==> src/hw/rtl/mdio_mm_pkg.sv <==
`timescale 1ns / 1ps
// ----------------------------------------------------------------------------
// mdio_mm_pkg
// Types and constants shared by the mdio management master.
// ----------------------------------------------------------------------------
package mdio_mm_pkg;

  localparam int unsigned PreambleBitsDef = 32;
  localparam logic [7:0]  HalfPeriodRst   = 8'd50;

  // bit positions inside the address/control register
  localparam int unsigned AddrBusyBit  = 0;
  localparam int unsigned AddrWriteBit = 1;

  typedef enum logic [1:0] {
    OpTick  = 2'd0,
    OpRead  = 2'd1,
    OpWrite = 2'd2
  } op_e;

  typedef enum logic {
    SelAddr = 1'b0,
    SelData = 1'b1
  } sel_e;

  typedef struct packed {
    op_e         op;
    sel_e        reg_sel;
    logic [15:0] write_data;
    logic        mdio_in;
  } item_t;

  typedef struct packed {
    logic        busy;
    logic        write_mode;
    logic [3:0]  clock_range;
    logic [4:0]  target_reg;
    logic [4:0]  target_phy;
    logic [15:0] data_holding;
    logic [6:0]  bit_idx;
    logic [7:0]  div_cnt;
    logic        clk_lvl;
    logic [15:0] read_shift;
  } mm_state_t;

  typedef struct packed {
    logic lvl;
    logic drv;
  } line_t;

  typedef struct packed {
    logic [15:0] read_data;
    logic        busy_res;
    logic        mdc;
    logic        mdio_out;
    logic        mdio_drive;
  } res_t;

endpackage

==> src/hw/rtl/mdio_management_master_top.sv <==
`timescale 1ns / 1ps
// ----------------------------------------------------------------------------
// mdio_management_master_top
// Clause 22 management master behind an address/control and a data register.
//
//   channel   dir  handshake                     payload
//   s_axis    in   s_axis_tvalid/s_axis_tready   tdata, tuser
//   m_axis    out  m_axis_tvalid/m_axis_tready   tdata
//   cfg       in   cfg_valid_i/cfg_ready_o       cfg_data_i (mdc half period)
//
// one item per cycle while the result side does not stall; each item goes from the input
// register to the result register, with all state updated in the single pass between them.
// reset clears the master state and both valid flags, the half period returns to 50 ticks.
// a stalled result holds the result register; the input register still
// takes a new item while the result register is free or drains that cycle.
// ----------------------------------------------------------------------------
module mdio_management_master_top import mdio_mm_pkg::*; #(
  parameter int unsigned PREAMBLE_BITS = PreambleBitsDef
) (
  input  logic        clk_i,
  input  logic        rst_ni,
  input  logic        s_axis_tvalid,
  output logic        s_axis_tready,
  input  logic [23:0] s_axis_tdata,   // write_data[15:0], mdio_in[16], zero fill
  input  logic [2:0]  s_axis_tuser,   // op[1:0], reg_sel[2]
  output logic        m_axis_tvalid,
  input  logic        m_axis_tready,
  output logic [23:0] m_axis_tdata,   // read_data[15:0], busy_res[16], mdc[17],
                                      // mdio_out[18], mdio_drive[19], zero fill
  input  logic        cfg_valid_i,
  output logic        cfg_ready_o,
  input  logic [7:0]  cfg_data_i
);

  item_t      itm_q;
  logic       itm_vld_q;
  res_t       out_q;
  logic       out_vld_q;
  logic [7:0] half_q;
  logic       adv;
  res_t       res;

  assign adv           = itm_vld_q & (~out_vld_q | m_axis_tready);
  assign s_axis_tready = ~itm_vld_q | adv;
  assign cfg_ready_o   = 1'b1;

  always_ff @(posedge clk_i or negedge rst_ni) begin
    if (!rst_ni) begin
      half_q <= HalfPeriodRst;
    end else if (cfg_valid_i) begin
      half_q <= cfg_data_i;
    end
  end

  always_ff @(posedge clk_i or negedge rst_ni) begin
    if (!rst_ni) begin
      itm_vld_q <= 1'b0;
    end else if (s_axis_tready) begin
      itm_vld_q <= s_axis_tvalid;
    end
  end

  always_ff @(posedge clk_i) begin
    if (s_axis_tvalid && s_axis_tready) begin
      itm_q.op         <= op_e'(s_axis_tuser[1:0]);
      itm_q.reg_sel    <= sel_e'(s_axis_tuser[2]);
      itm_q.write_data <= s_axis_tdata[15:0];
      itm_q.mdio_in    <= s_axis_tdata[16];
    end
  end

  mdio_mm_core #(
    .PREAMBLE_BITS(PREAMBLE_BITS)
  ) u_core (
    .clk_i (clk_i),
    .rst_ni(rst_ni),
    .item_i(itm_q),
    .adv_i (adv),
    .half_i(half_q),
    .res_o (res)
  );

  always_ff @(posedge clk_i or negedge rst_ni) begin
    if (!rst_ni) begin
      out_vld_q <= 1'b0;
    end else if (adv) begin
      out_vld_q <= 1'b1;
    end else if (m_axis_tready) begin
      out_vld_q <= 1'b0;
    end
  end

  always_ff @(posedge clk_i) begin
    if (adv) begin
      out_q <= res;
    end
  end

  assign m_axis_tvalid = out_vld_q;
  assign m_axis_tdata  = {4'b0000, out_q.mdio_drive, out_q.mdio_out, out_q.mdc,
                          out_q.busy_res, out_q.read_data};

endmodule

==> src/hw/rtl/mdio_mm_line.sv <==
`timescale 1ns / 1ps
// ----------------------------------------------------------------------------
// mdio_mm_line
// Level and drive of the management data line for the current frame bit.
// ----------------------------------------------------------------------------
module mdio_mm_line import mdio_mm_pkg::*; #(
  parameter int unsigned PREAMBLE_BITS = PreambleBitsDef
) (
  input  mm_state_t st_i,
  output line_t     line_o
);

  localparam logic [6:0] PreLen = 7'(PREAMBLE_BITS);

  logic [6:0] r;

  assign r = st_i.bit_idx - PreLen;

  always_comb begin
    line_o = '0;
    if (st_i.busy) begin
      priority if (st_i.bit_idx < PreLen) begin
        line_o = '{lvl: 1'b1, drv: 1'b1};
      end else if (r < 7'd2) begin
        // start pattern 01
        line_o = '{lvl: r[0], drv: 1'b1};
      end else if (r < 7'd4) begin
        // opcode: read 10, write 01
        line_o = '{lvl: st_i.write_mode ? r[0] : ~r[0], drv: 1'b1};
      end else if (r < 7'd9) begin
        line_o = '{lvl: st_i.target_phy[3'(7'd8 - r)], drv: 1'b1};
      end else if (r < 7'd14) begin
        line_o = '{lvl: st_i.target_reg[3'(7'd13 - r)], drv: 1'b1};
      end else if (r < 7'd16) begin
        // turnaround: released on read, 10 on write
        if (st_i.write_mode) begin
          line_o = '{lvl: (r == 7'd14), drv: 1'b1};
        end
      end else if (r < 7'd32) begin
        if (st_i.write_mode) begin
          line_o = '{lvl: st_i.data_holding[4'(7'd31 - r)], drv: 1'b1};
        end
      end else begin
        line_o = '0;
      end
    end
  end

endmodule

==> src/hw/rtl/mdio_mm_core.sv <==
`timescale 1ns / 1ps
// ----------------------------------------------------------------------------
// mdio_mm_core
// Register file, clock divider and frame sequencer; one item per advance.
// ----------------------------------------------------------------------------
module mdio_mm_core import mdio_mm_pkg::*; #(
  parameter int unsigned PREAMBLE_BITS = PreambleBitsDef
) (
  input  logic       clk_i,
  input  logic       rst_ni,
  input  item_t      item_i,
  input  logic       adv_i,
  input  logic [7:0] half_i,
  output res_t       res_o
);

  localparam logic [6:0] RdStart  = 7'(PREAMBLE_BITS + 16);
  localparam logic [6:0] RdEnd    = 7'(PREAMBLE_BITS + 32);
  localparam logic [6:0] FrameLen = 7'(PREAMBLE_BITS + 32);

  mm_state_t   st_q, st_d;
  logic [15:0] rd;
  logic [7:0]  half;
  logic [7:0]  cnt_inc;
  logic [6:0]  idx_inc;
  line_t       line;

  assign half    = (half_i == 8'd0) ? 8'd1 : half_i;
  assign cnt_inc = st_q.div_cnt + 8'd1;
  assign idx_inc = st_q.bit_idx + 7'd1;

  always_comb begin
    st_d = st_q;
    rd   = '0;
    unique case (item_i.op)
      OpTick: begin
        if (st_q.busy) begin
          if (cnt_inc < half) begin
            st_d.div_cnt = cnt_inc;
          end else begin
            st_d.div_cnt = '0;
            if (!st_q.clk_lvl) begin
              st_d.clk_lvl = 1'b1;
              // rising mdc edge: sample the phy during read data
              if (!st_q.write_mode && st_q.bit_idx >= RdStart && st_q.bit_idx < RdEnd) begin
                st_d.read_shift = {st_q.read_shift[14:0], item_i.mdio_in};
              end
            end else begin
              st_d.clk_lvl = 1'b0;
              if (idx_inc >= FrameLen) begin
                st_d.busy    = 1'b0;
                st_d.bit_idx = '0;
                if (!st_q.write_mode) begin
                  st_d.data_holding = st_q.read_shift;
                end
              end else begin
                st_d.bit_idx = idx_inc;
              end
            end
          end
        end
      end
      OpRead: begin
        if (item_i.reg_sel == SelData) begin
          rd = st_q.data_holding;
        end else begin
          rd = {st_q.target_phy, st_q.target_reg, st_q.clock_range,
                st_q.write_mode, st_q.busy};
        end
      end
      OpWrite: begin
        if (!st_q.busy) begin
          if (item_i.reg_sel == SelData) begin
            st_d.data_holding = item_i.write_data;
          end else begin
            st_d.write_mode  = item_i.write_data[AddrWriteBit];
            st_d.clock_range = item_i.write_data[5:2];
            st_d.target_reg  = item_i.write_data[10:6];
            st_d.target_phy  = item_i.write_data[15:11];
            if (item_i.write_data[AddrBusyBit]) begin
              st_d.busy       = 1'b1;
              st_d.bit_idx    = '0;
              st_d.div_cnt    = '0;
              st_d.clk_lvl    = 1'b0;
              st_d.read_shift = '0;
            end
          end
        end
      end
      default: begin
        st_d = st_q;
      end
    endcase
  end

  always_ff @(posedge clk_i or negedge rst_ni) begin
    if (!rst_ni) begin
      st_q <= '0;
    end else if (adv_i) begin
      st_q <= st_d;
    end
  end

  // line level follows the state after this item
  mdio_mm_line #(
    .PREAMBLE_BITS(PREAMBLE_BITS)
  ) u_line (
    .st_i  (st_d),
    .line_o(line)
  );

  always_comb begin
    res_o.read_data  = rd;
    res_o.busy_res   = st_d.busy;
    res_o.mdc        = st_d.busy & st_d.clk_lvl;
    res_o.mdio_out   = line.lvl;
    res_o.mdio_drive = line.drv;
  end

endmodule

==> config.mk <==
export PLATFORM = sky130hd
export DESIGN_NAME = mdio_management_master_top
export DESIGN_NICKNAME = d
export VERILOG_FILES = /design/src/hw/rtl/mdio_mm_pkg.sv /design/src/hw/rtl/mdio_management_master_top.sv /design/src/hw/rtl/mdio_mm_line.sv /design/src/hw/rtl/mdio_mm_core.sv
export SDC_FILE = /design/constraint.sdc
export NUM_CORES = 1
export LEC_CHECK = 0
export BUFFER_PORTS_ARGS = -buffer_cell sky130_fd_sc_hd__buf_2
export CORE_MARGIN = 5
export CORE_UTILIZATION = 45
export CTS_BUF_LIST = sky130_fd_sc_hd__clkbuf_2 sky130_fd_sc_hd__clkbuf_4 sky130_fd_sc_hd__clkbuf_8
export DETAILED_ROUTE_END_ITERATION = 7
export REMOVE_ABC_BUFFERS = 1
export SETUP_SLACK_MARGIN = 0.02
export SLEW_MARGIN = 20
export SYNTH_ARGS = -nofsm -noshare
export SYNTH_HDL_FRONTEND = slang
export SYNTH_HIERARCHICAL = 1
export SYNTH_SLANG_ARGS = --single-unit
export TNS_END_PERCENT = 50
==> constraint.sdc <==
create_clock -name clk_i -period 5.1 [get_ports clk_i]
set_clock_uncertainty 0.1 [all_clocks]
set_input_delay 0.51 -clock clk_i [delete_from_list [all_inputs] [get_ports clk_i]]
set_output_delay 0.51 -clock clk_i [all_outputs]
set_load 0.01 [all_outputs]
Word-level counts from Yosys, hierarchy flattened
Index checks and enable logic that the tools add are counted.

storage, ports and cells
  register bits after elaboration = 114
  latch bits = 0
  bits in writable memories = 0
  memory bits (read-only) = 0
  output and inout port bits = 27
  logic and storage cells = 116
  memories kept = 0

operators by class
  add/sub/neg operators = 6
  multipliers = 0
  div/mod/pow operators = 0
  order comparisons = 14
  eq/ne operators = 10
  shift-type cells = 0
  multiplexer cells = 44
  bitwise logic cells = 9
  reductions and logical operators = 11

operators with widths
  operator                                                           number
  two-way mux 16 bit                                                 7
  one-hot mux 48 bit (2 select lines)                                1
  two-way mux 32 bit                                                 2
  two-way mux 64 bit                                                 1
  two-way mux 48 bit                                                 1
  two-way mux 23 bit                                                 2
  two-way mux 2 bit                                                  9
  two-way mux 17 bit                                                 1
  two-way mux 8 bit                                                  2
  two-way mux 15 bit                                                 1
  less-than comparator 7 x 4 -> 1 bit, second input constant         2
  less-than comparator 7 x 6 -> 1 bit, second input constant         2
  two-way mux 1 bit                                                  12
  != test 2 bit, second input constant                               5
  AND reduction 9 bit                                                1
  adder 8 x 1 -> 8 bit, second input constant                        1
  zero test 8 bit                                                    1
  less-than comparator 3 x 4 -> 1 bit, second input constant         2
  less-than comparator 8 bit                                         1
  adder 7 x 1 -> 7 bit, second input constant                        1
  == test 7 x 4 -> 1 bit, second input constant                      1
  greater-or-equal comparator 7 x 6 -> 1 bit, second input constant  1
  greater-or-equal comparator 7 bit, second input constant           1
  less-than comparator 7 x 2 -> 1 bit, second input constant         1
  other kinds (24)                                                   35

Longest topological paths before layout
  depth after elaboration = 20
  mapped depth = 21

Hierarchy
The synthesis kept the hierarchy.

modules (own cells, without submodules)
  module                      times used  cells an instance  area an instance (sq um)  seq. area each (sq um)
  mdio_mm_core                1           497                4285.4                    1601.5
  mdio_management_master_top  1           72                 1670.4                    1455.1
  mdio_mm_line                1           61                 486.7                     0.0

Least setup slack after synthesis
Ideal clock, no wire load.

  kind = reg2reg
  start point = register u_core/st_q[19] in the netlist's numbering
  end point = register out_q (netlist bit m_axis_tdata[18]), data pin
  library setup time = 257 ps
  data arrival time = 4071 ps
  slack = 673 ps
  cell stages (with the launch flop) = 21
  path buffers = 1
  cells stage by stage = dfrtp_1 clkbuf_1 and3_1 and3_1 nand3_1 xnor2_1 ha_1 a21oi_1 o21ai_1 a31oi_4 a21oi_2 a21oi_1 a31oi_1 a31oi_1 inv_1 ha_1 nand2_1 a21oi_1 o2111ai_1 a41oi_1 a32o_1

RTL lines
  item                    line                              source
  from (decl)             mdio_mm_core.sv:21                mm_state_t st_q, st_d;
  from (signal assigned)  mdio_mm_core.sv:100               st_q <= st_d;
  to (signal assigned)    mdio_management_master_top.sv:95  out_q <= res;
  to (decl)               mdio_management_master_top.sv:37  res_t out_q;

==> parameters.txt <==
Parameter                              Value

Clocking
  Clock tree from TritonCTS ... yes
  Number of sinks driven by the clock tree ... 114
  Buffers from clock root to sink, at most ... 2
  Clock transition at the register clock pins on the worst setup and hold paths after CTS ... 0.07 ns
  Clock latency of the later-clocked register in the worst-skew pair ... about 0.43 ns
  CTS H-tree lvls ... 4
  CTS root buffer ... clkbuf_8
  Number of clock buffers inserted by TritonCTS ... 17
  Setup fix buffers added after clock tree synthesis ... 0

STA
  Slew HR ... 29.3%
  Min cycle time layout ... 4.72 ns
  Portion of the clock cycle consumed by the worst path in the final layout ... 92.5%
  Final hold viol count ... 0
  Number of max-slew violations in the final report ... 0
  Final Hold Slack ... 0.147 ns
  Unrepaired setup endpoints after global routing ... false
  Transition at the pin with the smallest max-transition slack ... 1.06 ns
  Final setup slack of the worst path ... 0.383 ns
  Fmax ... 212 MHz
  Setup-violating endpoint count in the final report ... 0
  Sum Neg Setup Slack ... 0 ns

Yosys
  Average cell area after synthesis ... approximately 10 µm²
  Cell count after synthesis ... 594
  Cell area after technology mapping ... between 6000 and 7000 µm²
  Number of warnings printed during yosys synthesis ... 6

Setup path
  Required @ worst endpoint ... roughly 5.2 ns
  Arrival time of data at the critical path endpoint ... 4.80 ns
  Path type of the worst setup path ... flop to flop
  Max FO, Critical Path ... 16
  Kind of capture point of the worst setup path ... flop
  Startpoint type of the worst setup path ... flop

Layout
  Number of nets in the finished design ... 689
  Area delta synth->final ... 12.5%
  Final instance area ... 6980 µm²
  Layout cell share with drive strength beyond 1 ... 22.3%
  Antenna diode count ... 0

Route
  Drt first pass iters ... 6
  DRC ... 0
  Detail-routed via count per cell ... about 5.8
  Detailed Route Iter0 Violations ... 475
  Number of nets still failing antenna checks after routing ... 0
  Routed vias ... between 4000 and 5000
  Final wirelength ... 15600 µm
  Wire per inst ... between 15 and 20 µm

Global routing
  Tot GR Track Use ... ~20%
  Antenna violations before repair ... 0
  Maximum number of pins on one net before global-route repair ... between 70 and 80
  Via count of the first global-routing pass ... between 4000 and 5000
  Overflow left after global routing ... 0
  First-pass GRT wire length ... 25700 µm

Placement
  Total placed instance area ... 6540 µm²
  Place WS ... 0.346 ns
  Placer congestion estimate ... between 0.9 and 1
  Post-DP HPWL ... 10200 µm
  Number of buffers added on ports ... 54

Floorplan
  Overall die height ... about 130 µm
  Overall die area ... 16200 µm²
  Placement row count ... 42
  Total I/O pin count ... 67
  Starting density of the core ... 46.3%
  Core area ... 13400 µm²
  Horizontal die dimension ... 127 µm

Pwr
  Power per Cell Area ... 384 nW/µm²
  Total leakage power ... around 3.0 nW
  Maximum ir drop on the vdd rail ... 0.194 mV

Hold path
  Worst min-delay path category ... primary input to flop

Run status
  Result of the run ... finished, final reports clean

Job
  Max capacitance violation total ... 0
==> state kept, by name, indices dropped and copies added (netlist names) <==
register / cells
half_q: 8
itm_q: 20
itm_vld_q: 1
m_axis_tdata: 20
m_axis_tvalid: 1
u_core/st_q: 64
==> cell type report <==
cell class | count | area (µm²)
clock inverters | 12 | 115
clock buffers | 19 | 262
repair buffers | 64 | 363
flip-flops and latches | 114 | 3060
multi-input cells | 420 | 2890
inverters | 18 | 67.6
well taps | 176 | 220
fillers | 1230 | 6420
==> per-stage QoR <==
stage	cells	util [%]	power, mW
global placement	790	48.8	1.84
global route	823	52.1	2.84
floorplan	552	-	1.67
CTS	821	51.6	2.70
detailed placement	790	48.8	1.87
finish	823	52.1	2.68
==> timing repair <==
item / in CTS / in global routing
setup endpoints to repair: 0 / 1
resized for setup: 0 / 4
hold buffers: 0 / 1
endpoints found under the hold margin: 0 / 28
==> worst paths after layout <==
| kind | from | end | slack [ns] | cells after the start |
|---|---|---|---|---|
| worst max-delay path | u_core/st_q[19] | m_axis_tdata[18] | 0.38 | 16 |
| worst min-delay path | s_axis_tdata[13] | itm_q[14] | 0.15 | 1 |
| worst max register to register | u_core/st_q[19] | m_axis_tdata[18] | 0.38 | 16 |
| worst min register to register | itm_q[0] | u_core/st_q[0] | 0.39 | 1 |
| max in group asynchronous | rst_ni | u_core/st_q[62] | 3.83 | 3 |
| min in group asynchronous | rst_ni | u_core/st_q[52] | 0.46 | 2 |
==> where the power goes <==
part / total (mW) / internal [mW] / switching (mW) / leakage (nW)
sequential: 1.25 / 1.11 / 0.141 / 1.31
combinational: 0.612 / 0.278 / 0.333 / 1.49
clock: 0.814 / 0.448 / 0.366 / 0.188
total: 2.68 / 1.84 / 0.841 / 2.98
==> worst max-delay path: stages (launching register included) <==
cell      delay (ns)
dfrtp_1         0.46
and3_1          0.29
and3_1          0.20
nand3_1         0.09
xnor2_1         0.20
ha_1            0.27
a21oi_1         0.14
o21ai_1         0.12
a31oi_4         0.31
nand2_4         0.12
and3_1          0.47
a222oi_1        0.48
nand2_1         0.15
mux4_1          0.50
mux2i_1         0.17
o211ai_1        0.10
a32o_1          0.27
==> routing by layer <==
layer  part of all wire, %  global-route usage [%]  wire length [µm]
met1                    46                    27.8              7240
met2                    45                    30.9              7060
met3                   6.5                    4.72              1010
met4                   1.8                    7.57               287
met5                     0                       0                 0
==> cell usage in the layout, fill, tap and decap left out, types with 4 or more instances in the layout <==
| cell type | n |
|---|---|
| nand2_1 | 80 |
| and3_1 | 7 |
| dfrtp_1 | 71 |
| a31oi_1 | 4 |
| buf_2 | 53 |
| mux2i_1 | 24 |
| a32o_1 | 5 |
| nand2b_1 | 13 |
| a21o_1 | 6 |
| edfxtp_1 | 40 |
| clkinv_2 | 5 |
| a21oi_1 | 11 |
| o22ai_1 | 17 |
| nand3_1 | 12 |
| a22o_1 | 18 |
| mux2_2 | 15 |
| mux2_4 | 8 |
| conb_1 | 5 |
| o21ai_0 | 16 |
| ha_1 | 14 |
| a222oi_1 | 16 |
| nor2_1 | 74 |
| buf_4 | 9 |
| clkbuf_8 | 19 |
| and2_1 | 4 |
| nor3_1 | 4 |
| inv_1 | 18 |
No activity file was read; power rests on OpenSTA's default activity.
